**config.mk**
```make
export PLATFORM = sky130hd
export DESIGN_NAME = rotary_encoder_debounce_decoder
export DESIGN_NICKNAME = d
export VERILOG_FILES = /design/src/rtl/red_pkg.sv /design/src/rtl/rotary_encoder_debounce_decoder.sv
export VERILOG_INCLUDE_DIRS = /design/src /design/src/rtl
export SDC_FILE = /design/constraint.sdc
export NUM_CORES = 1
export LEC_CHECK = 0
export ABC_AREA = 1
export BUFFER_PORTS_ARGS = -buffer_cell sky130_fd_sc_hd__buf_2
export CAP_MARGIN = 10
export CORE_AREA = 2 2 104 106
export CTS_CLUSTER_SIZE = 30
export DETAILED_ROUTE_END_ITERATION = 16
export DIE_AREA = 0 0 106 108
export GPL_TIMING_DRIVEN = 0
export PLACE_DENSITY = 0.77
export SYNTH_ARGS = -nofsm -noshare
export SYNTH_HDL_FRONTEND = slang
export SYNTH_SLANG_ARGS = --single-unit
```
**constraint.sdc**
```tcl
create_clock -name clk -period 2.05 [get_ports clk]
set_input_delay 0.205 -clock clk [delete_from_list [all_inputs] [get_ports clk]]
set_output_delay 0.205 -clock clk [all_outputs]
set_load 0.1 [all_outputs]
```
**src/rtl/rotary_encoder_debounce_decoder_defines.svh**
```systemverilog
// Assertion macros for the rotary encoder debounce decoder.
// No dependencies; included by the top-level file, which carries concurrent checks.
`ifndef ROTARY_ENCODER_DEBOUNCE_DECODER_DEFINES_SVH
`define ROTARY_ENCODER_DEBOUNCE_DECODER_DEFINES_SVH

`ifndef NO_ASSERTIONS

// Same-cycle implication, disabled during reset
`define RED_ASSERT_IMPLIES(label, clk, rst, ante, cons) \
  label: assert property (@(posedge clk) disable iff (rst) (ante) |-> (cons)) \
    else $error("assertion failed");

// Next-cycle implication, disabled during reset
`define RED_ASSERT_NEXT(label, clk, rst, ante, cons) \
  label: assert property (@(posedge clk) disable iff (rst) (ante) |=> (cons)) \
    else $error("assertion failed");

`else

`define RED_ASSERT_IMPLIES(label, clk, rst, ante, cons)
`define RED_ASSERT_NEXT(label, clk, rst, ante, cons)

`endif

`endif

```
**src/rtl/red_pkg.sv**
```systemverilog
// Package for the rotary encoder debounce decoder: request/result types,
// step codes, register map and width constants. No dependencies.
`default_nettype none

package red_pkg;

  // Field widths fixed by the interface
  localparam int unsigned POSITION_VALUE_BITS = 16;
  localparam int unsigned STEP_EVENT_BITS     = 2;
  localparam int unsigned DEBOUNCE_BITS       = 16;

  // Position counter width: default and widest supported
  localparam int unsigned POSITION_BITS_DEFAULT = 16;
  localparam int unsigned POSITION_BITS_MAX     = 32;

  // APB register map
  localparam int unsigned APB_DATA_BITS = 32;
  localparam int unsigned APB_ADDR_BITS = 3;
  localparam int unsigned REG_INDEX_LSB = 2;
  localparam logic REG_DEBOUNCE_TICKS   = 1'b0;
  localparam logic [DEBOUNCE_BITS-1:0] DEBOUNCE_TICKS_RESET = DEBOUNCE_BITS'(1);

  // Step event codes
  localparam logic [STEP_EVENT_BITS-1:0] STEP_NONE = 2'd0;
  localparam logic [STEP_EVENT_BITS-1:0] STEP_UP   = 2'd1;
  localparam logic [STEP_EVENT_BITS-1:0] STEP_DOWN = 2'd2;

  // Decoder mode, one-hot
  typedef enum logic [2:0] {
    MODE_ARMED     = 3'b001,
    MODE_DEBOUNCE  = 3'b010,
    MODE_WAIT_DATA = 3'b100
  } mode_t;

  // One pin sample
  typedef struct packed {
    logic clock_level;
    logic data_level;
  } sample_t;

  // One result
  typedef struct packed {
    logic signed [POSITION_VALUE_BITS-1:0] position_value;
    logic [STEP_EVENT_BITS-1:0]            step_event;
  } result_t;

endpackage

`default_nettype wire

```
**src/rtl/rotary_encoder_debounce_decoder.sv**
```systemverilog
// Rotary encoder debounce decoder, top level.
// Depends on red_pkg and rotary_encoder_debounce_decoder_defines.svh.
`default_nettype none
`include "rotary_encoder_debounce_decoder_defines.svh"

// Takes one sample of the encoder clock and data pins per request and returns
// one result per request: the detent position after that sample and whether
// it stepped up or down on it. The edge detection, debounce counter and
// position update sit between the pin sample and a single result register,
// so a new request is taken every cycle while the result register is empty
// or being read. out_valid rises in the cycle after acceptance.
// debounce_ticks (APB offset 0, reset 1, zero behaves as one) is the debounce
// count loaded on a clock falling edge and counted down by accepted samples
// before the step is confirmed; changing it only affects the next count load.
module rotary_encoder_debounce_decoder #(
  parameter int unsigned POSITION_BITS = red_pkg::POSITION_BITS_DEFAULT
) (
  input  wire logic                                 clk,
  input  wire logic                                 rst,
  // sample channel
  input  wire logic                                 in_valid,
  output logic                                      in_ready,
  input  wire red_pkg::sample_t                     in_item,
  // result channel
  output logic                                      out_valid,
  input  wire logic                                 out_ready,
  output red_pkg::result_t                          out_item,
  // APB configuration port
  input  wire logic                                 psel,
  input  wire logic                                 penable,
  input  wire logic                                 pwrite,
  input  wire logic [red_pkg::APB_ADDR_BITS-1:0]    paddr,
  input  wire logic [red_pkg::APB_DATA_BITS-1:0]    pwdata,
  output logic [red_pkg::APB_DATA_BITS-1:0]         prdata,
  output logic                                      pready
);

  import red_pkg::*;

  // State
  mode_t                    mode, mode_next;
  logic [DEBOUNCE_BITS-1:0] debounce_count, debounce_count_next;
  logic                     captured_data, captured_data_next;
  logic                     prev_clock;
  logic                     prev_data;
  logic [POSITION_BITS-1:0] position_count, position_count_next;
  logic [STEP_EVENT_BITS-1:0] step_next;
  logic [DEBOUNCE_BITS-1:0] debounce_ticks;

  logic in_fire;
  logic clk_fall;
  logic dat_fall;
  logic [POSITION_BITS_MAX-1:0] position_ext;
  logic cfg_write;

  // APB: always ready, single register at index 0
  assign pready    = 1'b1;
  assign cfg_write = psel && penable && pwrite;

  always_ff @(posedge clk) begin
    if (rst) begin
      debounce_ticks <= DEBOUNCE_TICKS_RESET;
    end else if (cfg_write && (paddr[REG_INDEX_LSB] == REG_DEBOUNCE_TICKS)) begin
      debounce_ticks <= pwdata[DEBOUNCE_BITS-1:0];
    end
  end

  always_comb begin
    prdata = '0;
    if (paddr[REG_INDEX_LSB] == REG_DEBOUNCE_TICKS) begin
      prdata = APB_DATA_BITS'(debounce_ticks);
    end
  end

  // Handshake: result register frees as it is read
  assign in_ready = !out_valid || out_ready;
  assign in_fire  = in_valid && in_ready;

  // Falling edges against the previous sample
  assign clk_fall = prev_clock && !in_item.clock_level;
  assign dat_fall = prev_data && !in_item.data_level;

  // Decoder next state
  always_comb begin
    mode_next           = mode;
    debounce_count_next = debounce_count;
    captured_data_next  = captured_data;
    position_count_next = position_count;
    step_next           = STEP_NONE;
    case (mode)
      MODE_DEBOUNCE: begin
        if (dat_fall) begin
          // cancel wins over expiry
          mode_next = MODE_ARMED;
        end else if (debounce_count <= DEBOUNCE_BITS'(1)) begin
          debounce_count_next = '0;
          if (!in_item.clock_level && (in_item.data_level == captured_data)) begin
            if (captured_data) begin
              position_count_next = position_count + POSITION_BITS'(1);
              step_next           = STEP_UP;
            end else begin
              position_count_next = position_count - POSITION_BITS'(1);
              step_next           = STEP_DOWN;
            end
            mode_next = MODE_WAIT_DATA;
          end else begin
            mode_next = MODE_ARMED;
          end
        end else begin
          debounce_count_next = debounce_count - DEBOUNCE_BITS'(1);
        end
      end
      MODE_WAIT_DATA: begin
        if (dat_fall) begin
          mode_next = MODE_ARMED;
        end
      end
      default: begin
        mode_next = MODE_ARMED;
        if (clk_fall) begin
          captured_data_next  = in_item.data_level;
          debounce_count_next = debounce_ticks;
          mode_next           = MODE_DEBOUNCE;
        end
      end
    endcase
  end

  // State registers
  always_ff @(posedge clk) begin
    if (rst) begin
      mode           <= MODE_ARMED;
      debounce_count <= '0;
      captured_data  <= 1'b0;
      prev_clock     <= 1'b1;
      prev_data      <= 1'b1;
      position_count <= '0;
    end else if (in_fire) begin
      mode           <= mode_next;
      debounce_count <= debounce_count_next;
      captured_data  <= captured_data_next;
      prev_clock     <= in_item.clock_level;
      prev_data      <= in_item.data_level;
      position_count <= position_count_next;
    end
  end

  // Result register: low bits of the position, zero-extended if narrower
  assign position_ext = POSITION_BITS_MAX'(position_count_next);

  always_ff @(posedge clk) begin
    if (rst) begin
      out_valid <= 1'b0;
    end else if (in_fire) begin
      out_valid <= 1'b1;
    end else if (out_ready) begin
      out_valid <= 1'b0;
    end
  end

  always_ff @(posedge clk) begin
    if (in_fire) begin
      out_item.position_value <= position_ext[POSITION_VALUE_BITS-1:0];
      out_item.step_event     <= step_next;
    end
  end

  // Checks
  `RED_ASSERT_NEXT(a_step_only_from_debounce, clk, rst,
    in_fire && (mode != MODE_DEBOUNCE), out_item.step_event == STEP_NONE)
  `RED_ASSERT_NEXT(a_position_held_outside_debounce, clk, rst,
    in_fire && (mode != MODE_DEBOUNCE), $stable(position_count))
  `RED_ASSERT_NEXT(a_wait_holds_without_data_fall, clk, rst,
    in_fire && (mode == MODE_WAIT_DATA) && !dat_fall, mode == MODE_WAIT_DATA)
  `RED_ASSERT_IMPLIES(a_no_stall_when_result_taken, clk, rst,
    out_ready, in_ready)

endmodule

`default_nettype wire

```
==> results.ini, run 1 <==
[clock_network]
clkTransAtPathRegs_ns=0.08
clockBufferDepth=2
clk_latency_ns=0.36
root_buffer=clkbuf_8
cts_tree=built
ctsHoldBuffers=0
htreeDepth=3
numCtsBuffers=9
clock_sinks=73

[min_path]
hold_path_depth=3
min_path_type=primary input to flop

[sta]
max_freq_ghz=0.4789
setup_tns_ns=-0.05290
worst_slew_pin_slew_ns=0.6578
hold_viol_final=0
postLayoutSetupSlackWorst_ns=-0.03825
fin_crit_sh_pct=101.9
period_needed_ns=2.088
slew_violations=0
setup_viol=3
grt_setup_unrepaired=true
worst_clock_skew_ns=0.01084
relSlewSlack_pct=56.15

[run_status]
violations=negative setup slack
run_status=finished, violations left

[synthesis]
synth.distinct_cells=40
synth_seq_cells=73
synth_area_mm2=0.004573
ys.flop_type=dfxtp_1
synthTopCellsByCount=143 x nand2_1, 116 x inv_1, 67 x a21oi_1
syn_avg_cell_area_um2=6.795
async_reset_ff_share_pct=0
yosys_warnings=0
synth.most_common_cell=nand2_1
seq_area_frac_synth_pct=35.90
synth_edf_count=18
syn_inst=673
synthDominantCellAreaShare_pct=24.08
yosysTopAreaCell=dfxtp_1
ys_top_cells_by_area=dfxtp_1 24%, edfxtp_1 12%, nand2_1 12%, inv_1 9.5%, a21oi_1 7.3%

[power_and_ir_drop]
seq_power_share_pct=37.4
power_density_mw_per_mm2=781.7
clkPwrFrac_pct=26.9
p_leak_nw=2.894
power_switching_mw=1.749
ir_drop_uv=392.9
power_frac_comb_pct=35.7
p_int_mw=2.653
fin_total_pwr_mw=4.402
switching_share_pct=39.73

[global_routing]
grt_max_degree=28
grt_antenna_before_repair=0
grt_pass1_vias=3766
grt_pass1_wl_um=17570
overflow=0
gr-usage-all-layers_pct=19.10

[drt]
vias_per_cell=4.869
ant_nets=0
first_pass_iters=5
num_vias=4445
drt-total-wl_um=11390
drc_errors=0
drt-initial-drc-count=307
wire_per_inst_um=12.48

[critical_path]
crit_required_ns=2.32
cp-start-kind=flop
crit_type=flop to flop
critPathMaxStageDelay_ns=0.45
end_kind=flop
crit_cells=12
crit_chain=clkinv_8, buf_12, ha_4, nand2_1, nand2_1, nand2_1, nand3_2, or2_2, nand3_2, nand2_2, o21ai_1, inv_1
r2r_cells=12
critical_path.top_delay_family=simple AND/OR/NAND/NOR gates
cp_common_cell=nand2_1
critical_path_buf_inv_count=3
critPathArrivalTime_ns=2.36
slowest_stage=dfxtp_4
crit_fanout=8

[finish]
n_fill_cell=941
antenna_cells=0
multi_input_area_mm2=0.002485
nNetsFinal=833
fin_cells=913
layout-drive-gt1-share_pct=22.78
area_growth_pct=23.15
final_util_pct=55.04
seqCellArea_mm2=0.001648
postLayoutCellArea_mm2=0.005632

[die]
die_w_um=106
rows=37
ios=97
initial_core_util_pct=44.70
dieHeight_um=108
core_area_mm2=0.01023
die-area_mm2=0.01145

[placement]
port_buffers=60
hpwl_um=7870
place_area_mm2=0.005114
place_congestion=0.8659
dp.cells=884

[job]
maxCapViolations=0

## per-layer routing
| metal | track usage (%) | wire [um] | up-vias |
|---|---|---|---|
| li1 | - | - | 2299 |
| met1 | 27.09 | 5271 | 1983 |
| met2 | 29.77 | 5229 | 149 |
| met3 | 3.496 | 739 | 14 |
| met4 | 5.639 | 151 | 0 |
| met5 | 0 | 0 | - |
## cell families (layout without fill, tap and decap cells)
| kind of cell | count (synthesis) | count (layout) | synth area share (%) |
|---|---|---|---|
| other | 2 | 17 | 0.1642 |
| buffers and inverters | 158 | 247 | 14.80 |
| AO/OA/AOI/OAI | 126 | 126 | 14.50 |
| AND/OR/NAND/NOR | 284 | 284 | 27.17 |
| flip-flops | 73 | 73 | 35.90 |
| adder cells (fa/ha/maj) | 17 | 17 | 4.815 |
| XOR/XNOR | 13 | 13 | 2.654 |
## power by group through the flow
stage / sequential (mW) / clock, mW / combinational [mW]
after floorplan: 1.86 / 0 / 0.995
after global placement: 1.67 / 0 / 1.41
after detailed placement: 1.67 / 0 / 1.42
after CTS: 1.64 / 1.19 / 1.44
after global routing: 1.66 / 1.25 / 1.73
final: 1.65 / 1.18 / 1.57
## worst paths after layout
| path | start | end | slack, ns |
|---|---|---|---|
| worst min-delay path | pwdata[0] | debounce_ticks[0]$_SDFFE_PP1P_ | 0.05 |
| worst min register to register | debounce_ticks[8]$_SDFFE_PP0P_ | debounce_ticks[8]$_SDFFE_PP0P_ | 0.48 |
| worst max register to register | captured_data$_SDFFE_PP0P_ | position_count[6]$_SDFFE_PP0P_ | -0.04 |
| worst max-delay path | captured_data$_SDFFE_PP0P_ | position_count[6]$_SDFFE_PP0P_ | -0.04 |
## worst reg2reg max path: stages (launching register included)
cell and delay [ns]:
dfxtp_4 0.45, clkinv_8 0.10, buf_12 0.16, ha_4 0.24
nand2_1 0.11, nand2_1 0.09, nand2_1 0.12, nand3_2 0.12
or2_2 0.31, nand3_2 0.08, nand2_2 0.05, o21ai_1 0.12
inv_1 0.05
## metrics by stage
step	setup WS [ns]	hold WS (ns)
floorplan	-0.008173	0.3354
global placement	-0.09136	0.4267
detailed placement	-0.1029	0.4311
CTS	0.04291	0.05616
global route	-0.1064	0.08273
finish	-0.03825	0.05298
## repair_timing
| action | in CTS | in global routing |
|---|---|---|
| pin swaps | 0 | 16 |
| cloned | 0 | 1 |
| setup endpoints to repair | 10 | 19 |
| resized for setup | 3 | 43 |
| buffers inserted | 0 | 12 |
## area by class of cell
class                           instances  area share, %
Buffer                                 37          4.177
Clock buffer                           13          3.399
Clock inverter                          3         0.3333
Inverter                              121          8.376
Multi-Input combinational cell        457          44.12
Sequential cell                        73          29.26
Tap cell                              136          3.022
Timing Repair Buffer                   72          7.154
Timing Repair inverter                  1         0.1555
## layout by cell type (no fill, tap or decap), drive strengths merged, types with 11 or more instances in the layout
master | synthesis | layout
a21oi | 68 | 68
inv | 121 | 122
clkbuf | 15 | 28
edfxtp | 18 | 18
conb | 2 | 17
buf | 22 | 94
nand3 | 45 | 45
ha | 16 | 16
nand2 | 149 | 149
nor2 | 69 | 69
o21ai | 53 | 53
xor2 | 11 | 11
dfxtp | 55 | 55
## flip-flops by register name, summed over array words and instances (netlist names)
register	flops
captured_data	1
debounce_count	16
debounce_ticks	16
mode	3
out_item	18
out_valid	1
position_count	16
prev_clock	1
prev_data	1
Power figures use the tool's default switching activity.
==> run 2, diff against run 1 <==
--- a/config.mk
+++ b/config.mk
@@ -9,12 +9,12 @@
 export ABC_AREA = 1
 export BUFFER_PORTS_ARGS = -buffer_cell sky130_fd_sc_hd__buf_2
 export CAP_MARGIN = 10
-export CORE_AREA = 2 2 104 106
+export CORE_AREA = 2 2 96 116
 export CTS_CLUSTER_SIZE = 30
 export DETAILED_ROUTE_END_ITERATION = 16
-export DIE_AREA = 0 0 106 108
+export DIE_AREA = 0 0 98 118
 export GPL_TIMING_DRIVEN = 0
-export PLACE_DENSITY = 0.77
+export PLACE_DENSITY = 0.76
 export SYNTH_ARGS = -nofsm -noshare
 export SYNTH_HDL_FRONTEND = slang
 export SYNTH_SLANG_ARGS = --single-unit
==> results.ini, run 2 (synthesis results as in run 1) <==
[run_status]
run_status=completed  ; was finished, violations left

[sta]
worst_slew_pin_slew_ns=0.6717  ; was 0.6578 ns
fin_crit_sh_pct=97.49  ; was 101.9%
max_freq_ghz=0.5004  ; was 0.4789 GHz
worst_clock_skew_ns=0.009497  ; was 0.01084 ns
hold_viol_final=0  ; unchanged
relSlewSlack_pct=55.22  ; was 56.15%
setup_tns_ns=0  ; was -0.05290 ns
grt_setup_unrepaired=true  ; unchanged
postLayoutSetupSlackWorst_ns=0.05140  ; was -0.03825 ns
setup_viol=0  ; was 3
period_needed_ns=1.999  ; was 2.088 ns
slew_violations=0  ; unchanged

[placement]
port_buffers=60  ; unchanged
place_ws_ns=-0.1187  ; was -0.1029 ns
hpwl_um=8188  ; was 7870 um
place_area_mm2=0.005105  ; was 0.005114 mm^2
place_congestion=0.9157  ; was 0.8659
dp.cells=877  ; was 884

[finish]
postLayoutCellArea_mm2=0.005509  ; was 0.005632 mm^2
mostFrequentLayoutCells=141 x nand2_1, 116 x inv_1, 67 x a21oi_1  ; was 136 x nand2_1, 114 x inv_1, 65 x a21oi_1
antenna_cells=0  ; unchanged
nNetsFinal=822  ; was 833
n_fill_cell=1037  ; was 941
fin_cells=895  ; was 913
largest_reg_flops=18  ; unchanged
layout-drive-gt1-share_pct=18.80  ; was 22.78%
regMostFlops=out_item  ; unchanged
area_growth_pct=20.47  ; was 23.15%
layout_commonest_cell=nand2_1  ; unchanged

[die]
die-area_mm2=0.01156  ; was 0.01145 mm^2
initial_core_util_pct=43.91  ; was 44.70%
core_area_mm2=0.01041  ; was 0.01023 mm^2
die_w_um=98  ; was 106 um
ios=97  ; unchanged
dieHeight_um=118  ; was 108 um
rows=41  ; was 37

[drt]
wire_per_inst_um=12.31  ; was 12.48 um
num_vias=4355  ; was 4445
drt-total-wl_um=11010  ; was 11390 um
ant_nets=0  ; unchanged
drt-initial-drc-count=142  ; was 307
first_pass_iters=5  ; unchanged
drc_errors=0  ; unchanged
vias_per_cell=4.866  ; was 4.869

[global_routing]
grt_max_degree=28  ; unchanged
grt_pass1_wl_um=17970  ; was 17570 um
grt_pass1_vias=4112  ; was 3766
gr-usage-all-layers_pct=19.10  ; about the same
grt_antenna_before_repair=0  ; unchanged
overflow=0  ; unchanged

[power_and_ir_drop]
clkPwrFrac_pct=35.1  ; was 26.9%
power_switching_mw=1.795  ; was 1.749 mW
ir_drop_uv=491.2  ; was 392.9 uV
power_density_mw_per_mm2=873.5  ; was 781.7 mW/mm^2
switching_share_pct=37.31  ; was 39.73%
seq_power_share_pct=34.1  ; was 37.4%
p_int_mw=3.017  ; was 2.653 mW
fin_total_pwr_mw=4.812  ; was 4.402 mW
p_leak_nw=2.879  ; was 2.894 nW
power_frac_comb_pct=30.7  ; was 35.7%

[job]
maxCapViolations=0  ; unchanged

[critical_path]
crit_required_ns=2.13  ; was 2.32 ns
crit_fanout=16  ; was 8
r2r_cells=10  ; was 12
r2r_slack_ns=0.05  ; was -0.04 ns
critPathArrivalTime_ns=2.08  ; was 2.36 ns
cp-start-kind=flop  ; unchanged
reg2reg_to=out_item[17]$_DFFE_PP_  ; was position_count[6]$_SDFFE_PP0P_
end_kind=flop  ; unchanged
crit_type=flop to flop  ; unchanged
crit_end=out_item[17]$_DFFE_PP_  ; was position_count[6]$_SDFFE_PP0P_
r2r-start=captured_data$_SDFFE_PP0P_  ; unchanged
crit_path_start=captured_data$_SDFFE_PP0P_  ; unchanged

[clock_network]
clockBufferDepth=2  ; unchanged
clk_latency_ns=0.34  ; was 0.36 ns
cts_tree=built  ; unchanged
numCtsBuffers=9  ; unchanged
root_buffer=clkbuf_16  ; was clkbuf_8
htreeDepth=3  ; unchanged
ctsHoldBuffers=0  ; unchanged
clkTransAtPathRegs_ns=0.06  ; was 0.08 ns
clock_sinks=73  ; unchanged

[min_path]
min_path_type=primary input to flop  ; unchanged

[run 2: what timing repair did]
action | 4_1_cts | 5_1_grt
gates resized for setup | 4 | 9
hold endpoints to repair | 0 | 0
setup buffers | 0 | 2
endpoints found under the setup margin | 14 | 19
[run 2: area by class of cell]
type	instances	area, um^2	share of cell area (%)
plain buffers	37	219.0	3.975
clock buffers	10	250.2	4.542
clock inverters	6	71.32	1.295
inverters	121	466.7	8.472
multi-input cells	457	2377	43.15
flip-flops and latches	73	1648	29.91
well taps	129	161.4	2.930
repair buffers	62	315.3	5.723
[run 2: worst min path at each step]
stage                    from                             end  slack, ns  depth (start not counted)
floorplan           pwdata[0]  debounce_ticks[0]$_SDFFE_PP1P_       0.34                          2
global placement    pwdata[0]  debounce_ticks[0]$_SDFFE_PP1P_       0.43                          3
detailed placement  pwdata[0]  debounce_ticks[0]$_SDFFE_PP1P_       0.43                          3
CTS                 pwdata[0]  debounce_ticks[0]$_SDFFE_PP1P_       0.08                          3
global route        pwdata[0]  debounce_ticks[0]$_SDFFE_PP1P_       0.10                          3
finish              pwdata[0]  debounce_ticks[0]$_SDFFE_PP1P_       0.08                          3
[run 2: power by group through the flow]
stage | sequential, mW | clock, mW | combinational (mW)
floorplan | 1.86 | 0 | 0.995
global placement | 1.67 | 0 | 1.41
detailed placement | 1.67 | 0 | 1.43
CTS | 1.64 | 1.70 | 1.45
global route | 1.65 | 1.77 | 1.63
finish | 1.64 | 1.69 | 1.48
[run 2: through the flow]
stage	hold slack [ns]	utilization, %
after floorplan	0.3354	-
after global placement	0.4321	49.02
after detailed placement	0.4304	49.02
after CTS	0.07992	52.40
after global routing	0.1042	52.90
final	0.07945	52.90
[run 2: worst max-delay path: stages, from the launching register on]
cell     delay (ns)
dfxtp_4        0.42
inv_8          0.09
ha_1           0.36
nand2_1        0.10
inv_1          0.07
a21oi_1        0.19
nand2_1        0.15
nand2_1        0.11
nand3_1        0.07
nand3_1        0.10
nand2_1        0.07
[run 2: per-layer routing]
metal | wire, um | up-vias | track usage [%]
met3 | 439 | 29 | 4.276
met1 | 4376 | 1943 | 19.52
met5 | 0 | - | 0
li1 | - | 2272 | -
met2 | 5866 | 111 | 36.30
met4 | 331 | 0 | 8.594
==> run 3, diff against run 2 <==
--- a/config.mk
+++ b/config.mk
@@ -9,12 +9,14 @@
 export ABC_AREA = 1
 export BUFFER_PORTS_ARGS = -buffer_cell sky130_fd_sc_hd__buf_2
 export CAP_MARGIN = 10
-export CORE_AREA = 2 2 96 116
+export CELL_PAD_IN_SITES_DETAIL_PLACEMENT = 2
+export CELL_PAD_IN_SITES_GLOBAL_PLACEMENT = 2
+export CORE_AREA = 2 2 122 148
 export CTS_CLUSTER_SIZE = 30
 export DETAILED_ROUTE_END_ITERATION = 16
-export DIE_AREA = 0 0 98 118
+export DIE_AREA = 0 0 124 150
 export GPL_TIMING_DRIVEN = 0
-export PLACE_DENSITY = 0.76
+export PLACE_DENSITY = 0.83
 export SYNTH_ARGS = -nofsm -noshare
 export SYNTH_HDL_FRONTEND = slang
 export SYNTH_SLANG_ARGS = --single-unit
==> results.ini, run 3 (synthesis results as in run 1) <==
[run_status]
run_status=completed  ; unchanged

[global_routing]
grt_pass1_wl_um=25130  ; was 17970 um
grt_pass1_vias=4996  ; was 4112
overflow=0  ; unchanged
grt_antenna_before_repair=0  ; unchanged
gr-usage-all-layers_pct=17.68  ; was 19.10%
grt_max_degree=28  ; unchanged

[die]
initial_core_util_pct=26.52  ; was 43.91%
die-area_mm2=0.01860  ; was 0.01156 mm^2
die_w_um=124  ; was 98 um
rows=53  ; was 41
dieHeight_um=150  ; was 118 um
core_area_mm2=0.01724  ; was 0.01041 mm^2
ios=97  ; unchanged

[critical_path]
critPathMaxStageDelay_ns=0.44  ; was 0.42 ns
crit_end=out_item[17]$_DFFE_PP_  ; unchanged
critPathArrivalTime_ns=2.06  ; was 2.08 ns
crit_path_start=captured_data$_SDFFE_PP0P_  ; unchanged
crit_type=flop to flop  ; unchanged
end_kind=flop  ; unchanged
r2r_slack_ns=0.08  ; was 0.05 ns
crit_required_ns=2.13  ; about the same
crit_cells=11  ; was 10
critical_path_buf_inv_count=2  ; unchanged
cp-start-kind=flop  ; unchanged
critical_path.top_delay_family=simple AND/OR/NAND/NOR gates  ; unchanged
crit_chain=inv_12, ha_2, nand2_1, inv_1, nand2_1, nor3_1, nand2_1, nand2_1, nand2_1, nand3_1, nand2_1  ; was inv_8, ha_1, nand2_1, inv_1, a21oi_1, nand2_1, nand2_1, nand3_1, nand3_1, nand2_1
r2r_cells=11  ; was 10
slowest_stage=dfxtp_4  ; unchanged
cp_common_cell=nand2_1  ; unchanged
crit_fanout=8  ; was 16
r2r-start=captured_data$_SDFFE_PP0P_  ; unchanged
reg2reg_to=out_item[17]$_DFFE_PP_  ; unchanged

[power_and_ir_drop]
p_leak_nw=2.865  ; was 2.879 nW
p_int_mw=2.986  ; was 3.017 mW
power_switching_mw=1.948  ; was 1.795 mW
clkPwrFrac_pct=33.0  ; was 35.1%
switching_share_pct=39.48  ; was 37.31%
ir_drop_uv=407.0  ; was 491.2 uV
power_frac_comb_pct=33.5  ; was 30.7%
seq_power_share_pct=33.5  ; was 34.1%
fin_total_pwr_mw=4.933  ; was 4.812 mW
power_density_mw_per_mm2=857.5  ; was 873.5 mW/mm^2

[finish]
layout-drive-gt1-share_pct=22.29  ; was 18.80%
area_growth_pct=25.80  ; was 20.47%
regMostFlops=out_item  ; unchanged
postLayoutCellArea_mm2=0.005753  ; was 0.005509 mm^2
largest_reg_flops=18  ; unchanged
mostFrequentLayoutCells=135 x nand2_1, 115 x inv_1, 65 x a21oi_1  ; was 141 x nand2_1, 116 x inv_1, 67 x a21oi_1
antenna_cells=0  ; unchanged
nNetsFinal=823  ; was 822
layout_commonest_cell=nand2_1  ; unchanged

[min_path]
min_path_type=primary input to flop  ; unchanged

[sta]
setup_viol=0  ; unchanged
max_freq_ghz=0.5069  ; was 0.5004 GHz
whs_ns=0.06821  ; was 0.07945 ns
worst_slew_pin_slew_ns=0.7496  ; was 0.6717 ns
hold_viol_final=0  ; unchanged
worst_clock_skew_ns=0.01390  ; was 0.009497 ns
period_needed_ns=1.973  ; was 1.999 ns
grt_setup_unrepaired=true  ; unchanged
relSlewSlack_pct=50.03  ; was 55.22%
setup_tns_ns=0  ; unchanged
fin_crit_sh_pct=96.24  ; was 97.49%
slew_violations=0  ; unchanged

[clock_network]
root_buffer=clkbuf_16  ; unchanged
clkTransAtPathRegs_ns=0.06  ; about the same
ctsHoldBuffers=0  ; unchanged
numCtsBuffers=9  ; unchanged
htreeDepth=3  ; unchanged
clk_latency_ns=0.36  ; was 0.34 ns
cts_tree=built  ; unchanged
clock_sinks=73  ; unchanged
clockBufferDepth=2  ; unchanged

[job]
maxCapViolations=0  ; unchanged

[drt]
vias_per_cell=4.657  ; was 4.866
ant_nets=0  ; unchanged
top_layer_used=met4  ; unchanged
wire_per_inst_um=16.15  ; was 12.31 um
first_pass_iters=4  ; was 5
drt-total-wl_um=15940  ; was 11010 um
met2WireLength_um=9021  ; was 5866 um
wl_met3_um=416  ; was 439 um
wl_met1_um=6117  ; was 4376 um
drc_errors=0  ; unchanged
drt-initial-drc-count=115  ; was 142
num_vias=4596  ; was 4355

[placement]
place_area_mm2=0.005219  ; was 0.005105 mm^2
port_buffers=60  ; unchanged
hpwl_um=11740  ; was 8188 um
place_congestion=0.8038  ; was 0.9157

[run 3: cell types whose count changed in the layout (fill, tap and decap cells not counted), moves of 3 or more]
cell,previous run,this run
nand3_1,42,39
nand2_2,6,12
nand3_2,2,5
nand2_1,141,135
nor2_1,64,58
ha_2,1,4
ha_1,12,3
ha_4,3,9
nor2_2,3,9
[run 3: worst reg2reg max path, cell delays in order (launching register included)]
cell     delay [ns]
dfxtp_4        0.44
inv_12         0.08
ha_2           0.38
nand2_1        0.12
inv_1          0.10
nand2_1        0.08
nor3_1         0.14
nand2_1        0.10
nand2_1        0.06
nand2_1        0.04
nand3_1        0.08
nand2_1        0.08
[run 3: metal layers]
| layer | global-route usage [%] | up-vias |
|---|---|---|
| met2 | 34.84 | 78 |
| met5 | 0 | - |
| met4 | 6.067 | 0 |
| li1 | - | 2274 |
| met3 | 2.934 | 27 |
| met1 | 18.42 | 2217 |
[run 3: through the flow]
stage	setup slack [ns]	std cells	utilization (%)
2_1_floorplan	-0.008173	688	-
3_3_place_gp	-0.1996	968	30.27
3_5_place_dp	-0.2174	968	30.27
4_1_cts	0.008948	985	32.58
5_1_grt	-0.06024	987	33.37
6_report	0.07708	987	33.37
[run 3: area by class of cell]
class                      count  area, um^2
timing repair buffer          62       315.3
sequential                    73        1648
buffer                        37       221.5
fill                        2131       11490
clock buffer                  10       229.0
multi-input combinational    457        2517
clock inverter                 6       66.31
inverter                     121       471.7
timing repair inverter         1       8.758
tap                          220       275.3
[run 3: power groups by stage]
stage / clock network (mW) / logic [mW] / registers, mW
after global routing: 1.71 / 1.83 / 1.67
after CTS: 1.67 / 1.58 / 1.65
final: 1.63 / 1.65 / 1.65
after floorplan: 0 / 0.995 / 1.86
after global placement: 0 / 1.47 / 1.67
after detailed placement: 0 / 1.52 / 1.68
[run 3: what timing repair did]
item                       in CTS  in global routing
pin swaps                       1                  2
setup buffers                   1                  1
resized for setup              16                 32
setup endpoints to repair      22                 27
gates cloned                    0                  1
[run 3: how the worst min path moves through the flow]
| stage | start | end | slack [ns] | cells past startpoint |
|---|---|---|---|---|
| finish | pwdata[0] | debounce_ticks[0]$_SDFFE_PP1P_ | 0.07 | 3 |
| global route | pwdata[0] | debounce_ticks[0]$_SDFFE_PP1P_ | 0.09 | 3 |
| CTS | pwdata[0] | debounce_ticks[0]$_SDFFE_PP1P_ | 0.06 | 3 |
| detailed placement | pwdata[0] | debounce_ticks[0]$_SDFFE_PP1P_ | 0.43 | 3 |
| global placement | pwdata[0] | debounce_ticks[0]$_SDFFE_PP1P_ | 0.43 | 3 |
| floorplan | pwdata[0] | debounce_ticks[0]$_SDFFE_PP1P_ | 0.34 | 2 |
